$ cat src/hdl/nms_pkg.sv
package nms_pkg;

  // Node management states
  typedef enum logic [3:0] {
    ST_NORM_OFFLINE = 4'd0,
    ST_NORM_ONLINE  = 4'd1,
    ST_NORM_LIST    = 4'd2,
    ST_NORM_INIT    = 4'd3,
    ST_BPGM_OFFLINE = 4'd4,
    ST_BPGM_START   = 4'd5,
    ST_BPGM_DATA    = 4'd6,
    ST_BPGM_END     = 4'd7,
    ST_BPGM_COPY    = 4'd8,
    ST_APGM_OFFLINE = 4'd9,
    ST_APGM_START   = 4'd10,
    ST_APGM_DATA    = 4'd11,
    ST_APGM_END     = 4'd12
  } node_state_e;

  // Bus event codes
  typedef enum logic [3:0] {
    EV_BIOS_START = 4'd0,
    EV_APP_START  = 4'd1,
    EV_HEARTBEAT  = 4'd2,
    EV_LIST_DONE  = 4'd3,
    EV_PGM_BIOS   = 4'd4,
    EV_PGM_APP    = 4'd5,
    EV_RESET      = 4'd6,
    EV_ACK        = 4'd7,
    EV_NACK       = 4'd8
  } event_e;

  // Command issued towards the node
  typedef enum logic [1:0] {
    CMD_NONE  = 2'd0,
    CMD_RESET = 2'd1,
    CMD_LIST  = 2'd2
  } cmd_e;

  // Request kind
  localparam logic ACT_EVENT = 1'b0;
  localparam logic ACT_TICK  = 1'b1;

  // Configuration register indexes
  localparam logic CFG_TIMEOUT = 1'b0;
  localparam logic CFG_NODE_ID = 1'b1;

  localparam logic [7:0] TIMEOUT_RESET = 8'd10;

  // Transition table codes beside the real states
  localparam logic [3:0] T_KEEP     = 4'd14;
  localparam logic [3:0] T_NO_ENTRY = 4'd15;

  typedef struct packed {
    logic       action;
    logic [3:0] event_code;
  } nms_in_t;

  typedef struct packed {
    node_state_e new_state;
    node_state_e old_state;
    logic        state_changed;
    cmd_e        command;
    logic        no_transition;
    logic        timed_out;
    logic [31:0] command_node;
  } nms_out_t;

  // Fixed transition table: next state, T_KEEP or T_NO_ENTRY
  function automatic logic [3:0] nms_lookup(input node_state_e st, input logic [3:0] ev);
    logic [3:0] t;
    t = T_NO_ENTRY;
    case (st)
      ST_NORM_OFFLINE, ST_NORM_ONLINE, ST_NORM_LIST, ST_NORM_INIT: begin
        case (ev)
          EV_BIOS_START: t = ST_NORM_ONLINE;
          EV_APP_START:  t = ST_NORM_LIST;
          EV_HEARTBEAT:  t = (st == ST_NORM_OFFLINE || st == ST_NORM_ONLINE) ?
                             ST_NORM_LIST : T_KEEP;
          EV_LIST_DONE:  t = (st == ST_NORM_LIST) ? ST_NORM_INIT : T_NO_ENTRY;
          EV_PGM_BIOS:   t = ST_BPGM_OFFLINE;
          EV_PGM_APP:    t = ST_APGM_OFFLINE;
          EV_RESET:      t = (st == ST_NORM_OFFLINE) ? T_KEEP : ST_NORM_OFFLINE;
          default:       t = T_NO_ENTRY;
        endcase
      end
      ST_BPGM_OFFLINE: t = (ev == EV_BIOS_START) ? ST_BPGM_START : T_NO_ENTRY;
      ST_BPGM_START, ST_BPGM_DATA: begin
        if (ev == EV_ACK) t = ST_BPGM_DATA;
        else if (ev == EV_NACK) t = ST_NORM_OFFLINE;
      end
      ST_BPGM_END: begin
        if (ev == EV_ACK) t = ST_BPGM_COPY;
        else if (ev == EV_NACK) t = ST_NORM_OFFLINE;
      end
      ST_BPGM_COPY:    t = (ev == EV_BIOS_START) ? ST_NORM_ONLINE : T_NO_ENTRY;
      ST_APGM_OFFLINE: t = (ev == EV_BIOS_START) ? ST_APGM_START : T_NO_ENTRY;
      ST_APGM_START, ST_APGM_DATA: begin
        if (ev == EV_ACK) t = ST_APGM_DATA;
        else if (ev == EV_NACK) t = ST_NORM_OFFLINE;
      end
      ST_APGM_END: begin
        if (ev == EV_ACK || ev == EV_NACK) t = ST_NORM_OFFLINE;
      end
      default: t = T_NO_ENTRY;
    endcase
    return t;
  endfunction

endpackage

$ cat src/hdl/node_management_state_machine.sv
// Channel   Direction  Handshake               Payload
// in        input      in_valid_i / in_stall_o   in_data_i   (nms_in_t)
// out       output     out_valid_o / out_stall_i out_data_o  (nms_out_t)
// cfg       input      cfg_valid_i / cfg_ready_o cfg_idx_i, cfg_data_i
//
// One request per cycle sustained while results are not stalled; a result passes
// the input register, then the result register, before it is offered on out_valid_o.
// The state and idle counter registers update in the same cycle as the
// table lookup and limit compare, so each request sees its predecessor's state.
// Reset clears both stages, sets the node offline, idle count 0, limit 10, id 0.
// A stalled result holds; the input stalls only when both stages are full.
module node_management_state_machine (
  input  logic              clk_i,
  input  logic              rst_ni,
  input  logic              in_valid_i,
  output logic              in_stall_o,
  input  nms_pkg::nms_in_t  in_data_i,
  output logic              out_valid_o,
  input  logic              out_stall_i,
  output nms_pkg::nms_out_t out_data_o,
  input  logic              cfg_valid_i,
  output logic              cfg_ready_o,
  input  logic              cfg_idx_i,
  input  logic [31:0]       cfg_data_i
);
  import nms_pkg::*;

  logic        in_vld_q;
  nms_in_t     in_q;
  logic        out_vld_q;
  nms_out_t    out_q;
  nms_out_t    res;
  logic        out_free;
  logic        step;
  logic [7:0]  timeout_q;
  logic [31:0] node_id_q;

  // Stage handshake
  assign out_free   = !out_vld_q || !out_stall_i;
  assign step       = in_vld_q && out_free;
  assign in_stall_o = in_vld_q && !out_free;
  assign cfg_ready_o = 1'b1;

  // Configuration registers
  always_ff @(posedge clk_i or negedge rst_ni) begin
    if (!rst_ni) begin
      timeout_q <= TIMEOUT_RESET;
      node_id_q <= '0;
    end else if (cfg_valid_i && cfg_ready_o) begin
      unique case (cfg_idx_i)
        CFG_TIMEOUT: timeout_q <= cfg_data_i[7:0];
        CFG_NODE_ID: node_id_q <= cfg_data_i;
        default: ;
      endcase
    end
  end

  // Input register
  always_ff @(posedge clk_i or negedge rst_ni) begin
    if (!rst_ni) begin
      in_vld_q <= 1'b0;
    end else if (!in_stall_o) begin
      in_vld_q <= in_valid_i;
    end
  end

  always_ff @(posedge clk_i) begin
    if (in_valid_i && !in_stall_o) begin
      in_q <= in_data_i;
    end
  end

  nms_core u_core (
    .clk_i           (clk_i),
    .rst_ni          (rst_ni),
    .step_i          (step),
    .item_i          (in_q),
    .timeout_limit_i (timeout_q),
    .node_id_i       (node_id_q),
    .res_o           (res)
  );

  // Result register
  always_ff @(posedge clk_i or negedge rst_ni) begin
    if (!rst_ni) begin
      out_vld_q <= 1'b0;
    end else if (out_free) begin
      out_vld_q <= in_vld_q;
    end
  end

  always_ff @(posedge clk_i) begin
    if (step) begin
      out_q <= res;
    end
  end

  assign out_valid_o = out_vld_q;
  assign out_data_o  = out_q;

endmodule

$ cat src/hdl/nms_core.sv
module nms_core (
  input  logic            clk_i,
  input  logic            rst_ni,
  input  logic            step_i,
  input  nms_pkg::nms_in_t item_i,
  input  logic [7:0]      timeout_limit_i,
  input  logic [31:0]     node_id_i,
  output nms_pkg::nms_out_t res_o
);
  import nms_pkg::*;

  node_state_e state_q, state_d;
  logic [7:0]  idle_q, idle_d;
  logic [3:0]  tab;
  logic        is_event;
  logic        tick_drop;
  cmd_e        cmd;

  assign is_event  = (item_i.action == ACT_EVENT);
  assign tab       = nms_lookup(state_q, item_i.event_code);
  assign tick_drop = (state_q != ST_NORM_OFFLINE) && (idle_q >= timeout_limit_i);

  // Next state and idle count
  always_comb begin
    state_d = state_q;
    idle_d  = idle_q;
    if (is_event) begin
      idle_d = '0;
      if (tab == T_NO_ENTRY) begin
        state_d = ST_NORM_OFFLINE;
      end else if (tab != T_KEEP) begin
        state_d = node_state_e'(tab);
      end
    end else begin
      if (tick_drop) begin
        state_d = ST_NORM_OFFLINE;
      end
      if (idle_q != 8'hFF) begin
        idle_d = idle_q + 8'd1;
      end
    end
  end

  // Command on entering a state
  always_comb begin
    cmd = CMD_NONE;
    if (is_event) begin
      case (tab) inside
        T_NO_ENTRY: cmd = CMD_RESET;
        ST_NORM_LIST: cmd = CMD_LIST;
        ST_NORM_OFFLINE, ST_BPGM_OFFLINE, ST_APGM_OFFLINE: cmd = CMD_RESET;
        default: cmd = CMD_NONE;
      endcase
    end
  end

  // Result fields
  always_comb begin
    res_o.new_state     = state_d;
    res_o.old_state     = state_q;
    res_o.state_changed = is_event && (state_d != state_q);
    res_o.command       = cmd;
    res_o.no_transition = is_event && (tab == T_NO_ENTRY);
    res_o.timed_out     = !is_event && tick_drop;
    res_o.command_node  = (cmd != CMD_NONE) ? node_id_i : 32'd0;
  end

  always_ff @(posedge clk_i or negedge rst_ni) begin
    if (!rst_ni) begin
      state_q <= ST_NORM_OFFLINE;
      idle_q  <= '0;
    end else if (step_i) begin
      state_q <= state_d;
      idle_q  <= idle_d;
    end
  end

endmodule

$ cat config.mk
export PLATFORM = sky130hd
export DESIGN_NAME = node_management_state_machine
export DESIGN_NICKNAME = d
export VERILOG_FILES = /design/src/hdl/nms_pkg.sv /design/src/hdl/node_management_state_machine.sv /design/src/hdl/nms_core.sv
export SDC_FILE = /design/constraint.sdc
export NUM_CORES = 1
export LEC_CHECK = 0
export ABC_CLOCK_PERIOD_IN_PS = 9500
export BUFFER_PORTS_ARGS = -buffer_cell sky130_fd_sc_hd__clkbuf_2
export CORE_MARGIN = 2
export CORE_UTILIZATION = 25
export DETAILED_ROUTE_END_ITERATION = 8
export GPL_TIMING_DRIVEN = 0
export HOLD_SLACK_MARGIN = 0.03
export PLACE_DENSITY_LB_ADDON = 0.1
export SKIP_LAST_GASP = 1
export SYNTH_ARGS = -nofsm -noshare
export SYNTH_HDL_FRONTEND = slang
export SYNTH_HIERARCHICAL = 1
export SYNTH_SLANG_ARGS = --single-unit
$ cat constraint.sdc
create_clock -name clk_i -period 9.5 [get_ports clk_i]
set_clock_uncertainty 0.2 [all_clocks]
set_input_delay 0.475 -clock clk_i [delete_from_list [all_inputs] [get_ports clk_i]]
set_output_delay 0.475 -clock clk_i [all_outputs]
set_load 0.01 [all_outputs]
# After elaboration in Yosys (flattened, before gate mapping)
# Cells that the tools add are included.
[totals]
ff_bits = 104
input_bits = 43
[op_classes]
n_addsub = 1
n_eq_ne = 28
bitwise_logic = 2
n_mux = 23
order_cmp = 1
reduce_logical = 26
[op_table]
columns = ["cell", "count"]
rows = [
  ["two-way mux 4 bit", 14],
  ["== test 4 x 3 -> 1 bit, second input constant", 9],
  ["== test 4 bit, second input constant", 8],
  ["one-hot mux 4 bit (8 select lines)", 1],
  ["one-hot mux 4 bit (7 select lines)", 1],
  ["== test 4 x 2 -> 1 bit, second input constant", 5],
  ["two-way mux 8 bit", 2],
  ["logical NOT 4 bit", 3],
  ["adder 8 x 1 -> 8 bit, second input constant", 1],
  ["== test 4 x 1 -> 1 bit, second input constant", 2],
  ["greater-or-equal comparator 8 bit", 1],
  ["inequality test 8 bit, second input constant", 1],
  ["logical AND 1 bit", 7],
  ["two-way mux 2 bit", 3],
  ["AND reduction 2 bit", 3],
  ["logical NOT 1 bit", 4],
  ["inequality test 4 bit", 1],
  ["inequality test 4 bit, second input constant", 1],
  ["nonzero test 4 bit", 1],
  ["OR reduction 2 bit", 2],
  ["OR reduction 4 bit", 1],
  ["logical OR 1 bit", 3],
  ["two-way mux 3 bit", 1],
  ["OR reduction 3 bit", 1],
  ["4 further kinds", 5],
]

# Depth between registers and ports, before layout
[logic_depth]
depth_word = 12
depth_mapped = 11
mapped_depth_nobuf = 10

# Cells and area by module
# The synthesis kept the hierarchy.
[by_module_without_submodules]
columns = ["mod", "area_each_um2", "n_inst", "seq_area_each_um2", "cells_per_inst"]
rows = [
  ["node_management_state_machine", 3104.2, 1, 2555.0, 146],
  ["nms_core", 1699.1, 1, 300.3, 230],
]

# Least setup slack after synthesis
# Ideal clock, no wire load.
[synth_timing]
path_type = "input to register"
startpoint = "input out_stall_i"
endpoint = "register u_core.idle_q[5]"
arrival_time_ns = 5.572
path_slack_ns = 3.594
cell_stages = 6
cell_sequence = "a21boi_0 > o21ai_1 > nor2_1 > nand3_1 > xor2_1 > nor2_1"
[synth_via]
elab_chain_len = 4
[synth_rtl]
columns = ["element", "line_no", "rtl"]
rows = [
  ["start: declaration", "node_management_state_machine.sv:19", "input logic out_stall_i,"],
  ["logical NOT 1 bit", "node_management_state_machine.sv:39", "assign out_free = !out_vld_q || !out_stall_i;"],
  ["logical OR 1 bit", "node_management_state_machine.sv:39", ""],
  ["logical AND 1 bit", "node_management_state_machine.sv:40", "assign step = in_vld_q && out_free;"],
  ["AND reduction 2 bit (no source line)", "--", ""],
  ["end signal: assignment", "nms_core.sv:74", "idle_q <= idle_d;"],
  ["end: declaration", "nms_core.sv:13", "logic [7:0] idle_q, idle_d;"],
]
# Every way passes these cells.
# A chain may end at the register's enable or synchronous reset.

# Worst setup path after layout
[layout_timing]
startpoint = "register in_q[1] (netlist bit)"
endpoint = "register out_q, in the netlist out_data_o[25] (data pin)"
[layout_via]
elab_chain_len = 11
elab_cells_between_ends = 31
classes_between = "eq/ne (12); mux (14); reduce/logical (5)"
[layout_rtl]
columns = ["element", "line_no", "rtl"]
rows = [
  ["start: declaration", "node_management_state_machine.sv:29", "nms_in_t in_q;"],
  ["start signal: assignment", "node_management_state_machine.sv:69", "in_q <= in_data_i;"],
  ["== test 4 bit / == test 4 x 3 -> 1 bit (equally long branches)", "--", ""],
  ["two-way mux 4 bit / logical OR 1 bit (equally long branches)", "--", ""],
  ["two-way mux 4 bit, on equally long branches", "--", ""],
  ["one-hot mux 4 bit (8 select lines) (*)", "nms_pkg.sv:73", "case (st)"],
  ["== test 4 bit (no source line), or another cell as far along", "--", ""],
  ["OR reduction 3 bit", "nms_core.sv:48", "case (tab) inside"],
  ["two-way mux 1 bit", "nms_core.sv:48", ""],
  ["two-way mux 2 bit", "nms_core.sv:48", ""],
  ["two-way mux 2 bit (*)", "nms_core.sv:48", ""],
  ["two-way mux 2 bit (*)", "nms_core.sv:47", "if (is_event) begin"],
  ["nonzero test 2 bit (*)", "nms_core.sv:65", "res_o.command_node = (cmd != CMD_NONE) ? node_id_i : 32'd0;"],
  ["end signal: assignment", "node_management_state_machine.sv:94", "out_q <= res;"],
  ["end: declaration", "node_management_state_machine.sv:31", "nms_out_t out_q;"],
]
# Mark *: on every way between the ends. The rest lies on a longest branch, timed or not.

==> reports/summary.log <==
qor: routing.wl_per_cell 15.22 um
qor: synthesis.synth_xor_xnor_area_share 1.276%
qor: timing.drv_slew 0
qor: outcome.status complete, no violations
qor: setup_path.critical_path_class flop to flop
qor: hold_path.hold_path.class input pin to async pin
qor: setup_path.arrival 3260 ps
qor: setup_path.worstPathRequired 9520 ps
qor: final_layout.multi_input_comb_area 1778 um2
qor: grt.grt_start_max_net_pins 55
qor: timing.rsz0062_at_grt no
qor: timing.hold_viol 0
qor: placed_design.placement.cell_area 5595 um2
qor: synthesis.syn-mean-instance-area 12.77 um2
qor: final_layout.utilization 31.46%
qor: placed_design.dp.final_hpwl 7785 um
qor: setup_path.setup_slack_on_the_worst_flop_to_flop_path 6260 ps
qor: setup_path.regToRegEndpoint out_data_o[25]
qor: timing.worst_slew_pin_slew 802.1 ps
qor: synthesis.main_combinational_cell_family_by_area_after_synthesis simple AND/OR/NAND/NOR gates
qor: routing.routed_wl 10910 um
qor: synthesis.post_synth_mux_area_share 10.05%
qor: synthesis.synthesis.nets 428
qor: routing.post-route-drc-count 0
qor: power.power_density 269.2 nW/um2
qor: floorplan.placeableCoreArea 18770 um2
qor: synthesis.synth_seq_cells 104
qor: final_layout.stdcell_count 717
qor: synthesis.synth_cells 376
qor: floorplan.floorplan.io_pins 91
qor: routing.dr.pass1.iters 4
qor: synthesis.syn-cell-area 4803 um2
qor: setup_path.crit_path_cell_trace buf_2, nor4b_1, nor3_1, o21ai_0, and4b_1, buf_2, or2_2, nand3_2, a21oi_4, buf_6, and2_1
qor: clocking.ctsResizeCount 0
qor: floorplan.fp.dieW 142.6 um
qor: setup_path.crit_path_frequent_cell sky130_fd_sc_hd__buf_2
qor: grt.overflow 0
qor: floorplan.fp-row-count 50
qor: grt.groute.usage.overall 11.35%
qor: timing.fmax 308.8 MHz
qor: synthesis.synth_area_in_compound_gates 9.065%
qor: clocking.clk_pin_slew 80 ps
qor: timing.final.setup.tns 0 ps
qor: power.power 0.001590 W
qor: clocking.ctsHtreeMaxLevel 3
qor: synthesis.post_synth_fa_ha_maj_area_fraction 2.344%
qor: run.drv_cap 0
qor: setup_path.crit_path_max_fanout 10
qor: grt.number_of_antenna_violations_at_the_first_check_in_global_routing 0
qor: setup_path.critical-path-slowest-cell sky130_fd_sc_hd__nor4b_1
qor: floorplan.initial_standard_cell_utilization_of_the_core 25.59%
qor: final_layout.final_area 5904 um2
qor: synthesis.yosysSeqAreaShare 59.44%
qor: grt.first_global_vias 3219
qor: setup_path.ff2ff_path_depth 11
qor: grt.grt_pass1_wl 17510 um
qor: setup_path.worstReg2RegStart in_q[1]
qor: synthesis.synth_warnings 6
qor: routing.via_per_inst 4.481
qor: timing.final_critical_path_share_of_the_clock_period 34.08%
qor: power.power.ir.vdd_worst 0.08255 mV
qor: placed_design.placed_cells 701
qor: clocking.clockBufferDepth 2
qor: synthesis.synth_flop_cell sky130_fd_sc_hd__dfrtp_1
qor: setup_path.critPathLaunchType flop
qor: final_layout.fillers 1905
qor: final_layout.post_synthesis_to_final_layout_area_growth 22.92%
qor: synthesis.synth_simple_gate_area_share 13.96%
qor: clocking.cts_sink_count 104
qor: power.power.leakage 2.503 nW
qor: final_layout.seqCellArea 2855 um2
qor: synthesis.synth_cell_types 72
qor: final_layout.final_layout_size_suffix_gt1_share 28.36%
qor: placed_design.gpl.final_weighted_congestion 0.8274
qor: clocking.clock_insertion_delay_worst_skew 350 ps
qor: floorplan.floorplan.die_area 20340 um2
qor: timing.setup-violations-final 0
qor: synthesis.synthArstFlopShare 51.92%
qor: routing.detail-route-antenna-nets 0
qor: timing.worst_slew_margin_rel 46.52%
qor: final_layout.finalNetCount 530
qor: placed_design.port_buffers 89
qor: final_layout.n_antenna_cell 0
qor: clocking.clock_tree.root_cell sky130_fd_sc_hd__clkbuf_16
qor: synthesis.synth-edff-count 50
qor: floorplan.die_height 142.6 um
qor: timing.timing.final.crit_period 3238 ps
qor: clocking.post_cts_hold_buffer_count 0
qor: setup_path.peak_per_stage_delay_on_the_critical_path 630 ps
qor: clocking.postCtsSetupRepairBufs 0
qor: setup_path.critical_path.endpoint_type flop
qor: clocking.cts-buffers-inserted 9
qor: routing.drt-initial-drc-count 178
qor: clocking.tritoncts built
qor: routing.vias 3213
==> cell usage in the layout, fill, tap and decap left out, types with 2 or more instances in the layout <==
master,Yosys,routed
sky130_fd_sc_hd__o21ai_1,7,7
sky130_fd_sc_hd__mux2_1,40,40
sky130_fd_sc_hd__and2_1,35,35
sky130_fd_sc_hd__mux2_2,2,2
sky130_fd_sc_hd__clkbuf_1,5,6
sky130_fd_sc_hd__dfrtp_1,52,52
sky130_fd_sc_hd__nor3_1,7,7
sky130_fd_sc_hd__nand4_1,4,4
sky130_fd_sc_hd__or2_1,2,2
sky130_fd_sc_hd__a21oi_1,8,8
sky130_fd_sc_hd__dfstp_2,2,2
sky130_fd_sc_hd__nand2_1,18,18
sky130_fd_sc_hd__xor2_1,4,4
sky130_fd_sc_hd__clkinv_4,0,2
sky130_fd_sc_hd__a211oi_1,2,2
sky130_fd_sc_hd__and4b_1,2,2
sky130_fd_sc_hd__clkbuf_2,0,88
sky130_fd_sc_hd__nor2_1,18,18
sky130_fd_sc_hd__clkbuf_16,0,9
sky130_fd_sc_hd__buf_2,7,7
sky130_fd_sc_hd__xnor2_1,3,3
sky130_fd_sc_hd__edfxtp_1,50,50
sky130_fd_sc_hd__o21ai_0,11,11
sky130_fd_sc_hd__nor2b_1,3,3
sky130_fd_sc_hd__buf_12,0,2
sky130_fd_sc_hd__nand3_1,7,7
sky130_fd_sc_hd__buf_6,6,6
sky130_fd_sc_hd__a22o_1,3,3
sky130_fd_sc_hd__nor4b_1,2,2
sky130_fd_sc_hd__ha_1,9,9
sky130_fd_sc_hd__nand2b_1,5,5
sky130_fd_sc_hd__a21o_1,6,6
sky130_fd_sc_hd__inv_1,13,13
==> where the power goes <==
part           internal [W]  switching [W]  leakage, nW
logic              0.000240       0.000327         1.21
registers          0.000588      0.0000449         1.14
clock network      0.000209       0.000181        0.146
total               0.00104       0.000553         2.50
==> cell usage after synthesis, types with 2 or more instances <==
library cell / number / share of area [%]
sky130_fd_sc_hd__dfrtp_1: 52 / 27
sky130_fd_sc_hd__xor2_1: 4 / 0.73
sky130_fd_sc_hd__mux2_2: 2 / 0.47
sky130_fd_sc_hd__ha_1: 9 / 2.3
sky130_fd_sc_hd__and2_1: 35 / 4.6
sky130_fd_sc_hd__mux2_1: 40 / 9.4
sky130_fd_sc_hd__edfxtp_1: 50 / 31
sky130_fd_sc_hd__nand2_1: 18 / 1.4
sky130_fd_sc_hd__dfstp_2: 2 / 1.1
sky130_fd_sc_hd__buf_6: 6 / 1.4
sky130_fd_sc_hd__a22o_1: 3 / 0.55
sky130_fd_sc_hd__a211oi_1: 2 / 0.31
sky130_fd_sc_hd__nor4b_1: 2 / 0.36
sky130_fd_sc_hd__buf_2: 7 / 0.73
sky130_fd_sc_hd__a21oi_1: 8 / 0.83
sky130_fd_sc_hd__nand2b_1: 5 / 0.65
sky130_fd_sc_hd__and4b_1: 2 / 0.42
sky130_fd_sc_hd__nor2_1: 18 / 1.4
sky130_fd_sc_hd__o21ai_0: 11 / 1.1
sky130_fd_sc_hd__or2_1: 2 / 0.26
sky130_fd_sc_hd__nor2b_1: 3 / 0.39
sky130_fd_sc_hd__o21ai_1: 7 / 0.73
sky130_fd_sc_hd__xnor2_1: 3 / 0.55
sky130_fd_sc_hd__clkbuf_1: 5 / 0.39
sky130_fd_sc_hd__inv_1: 13 / 1.0
sky130_fd_sc_hd__nand4_1: 4 / 0.52
sky130_fd_sc_hd__nor3_1: 7 / 0.73
sky130_fd_sc_hd__nand3_1: 7 / 0.73
sky130_fd_sc_hd__a21o_1: 6 / 0.94
==> stage by stage <==
stage	setup WS, ps	hold WS [ps]
floorplan	3594	-20.59
global placement	-146.5	248.3
detailed placement	6298	259.7
CTS	6276	74.81
global route	6059	81.76
finish	6262	33.74
==> worst max path at each step <==
stage	start	end	slack, ps	depth (start not counted)
floorplan	out_stall_i	u_core/idle_q[5]	3590	6
global placement	out_stall_i	u_core/idle_q[5]	-150	7
detailed placement	in_q[2]	out_data_o[8]	6300	9
CTS	in_q[2]	out_data_o[12]	6280	9
global route	in_q[1]	out_data_o[27]	6060	11
finish	in_q[1]	out_data_o[25]	6260	11
==> flip-flops by register name, indices dropped and copies added, names as in the netlist <==
name            flops
out_data_o         45
in_q                5
in_vld_q            1
node_id_q          32
out_valid_o         1
u_core/idle_q       8
timeout_q           8
u_core/state_q      4
==> per-layer routing <==
metal	up-vias	global-route usage [%]	wire length (um)
met5	-	0	0
met4	0	5.159	193
met3	11	1.878	426
met2	81	17.48	4760
met1	1554	15.67	5530
li1	1567	-	-
==> kinds of logic after synthesis <==
| family | count (synthesis) |
|---|---|
| muxes | 43 |
| adders and majority gates | 9 |
| xor gates and xnor gates | 7 |
| DFF | 104 |
| buffers and inverters | 33 |
| and+or+nand+nor | 118 |
| other | 1 |
| AOI/OAI and AO/OA | 61 |
==> worst max-delay path: cells and delay by family, from the launching register on <==
kind | cells | cell delay [ps]
AOI/OAI and AO/OA | 2 | 470
DFF | 1 | 430
buffers and inverters | 3 | 570
and+or+nand+nor | 6 | 1430
==> final cells by class <==
cell class / instances / area share (%)
Timing Repair Buffer: 91 / 8.264
Multi-Input combinational cell: 239 / 30.11
Buffer: 19 / 2.183
Clock inverter: 6 / 1.356
Sequential cell: 104 / 48.36
Tap cell: 234 / 4.959
Clock buffer: 10 / 3.878
Inverter: 14 / 0.8900
No activity file was read; power rests on OpenSTA's default activity.
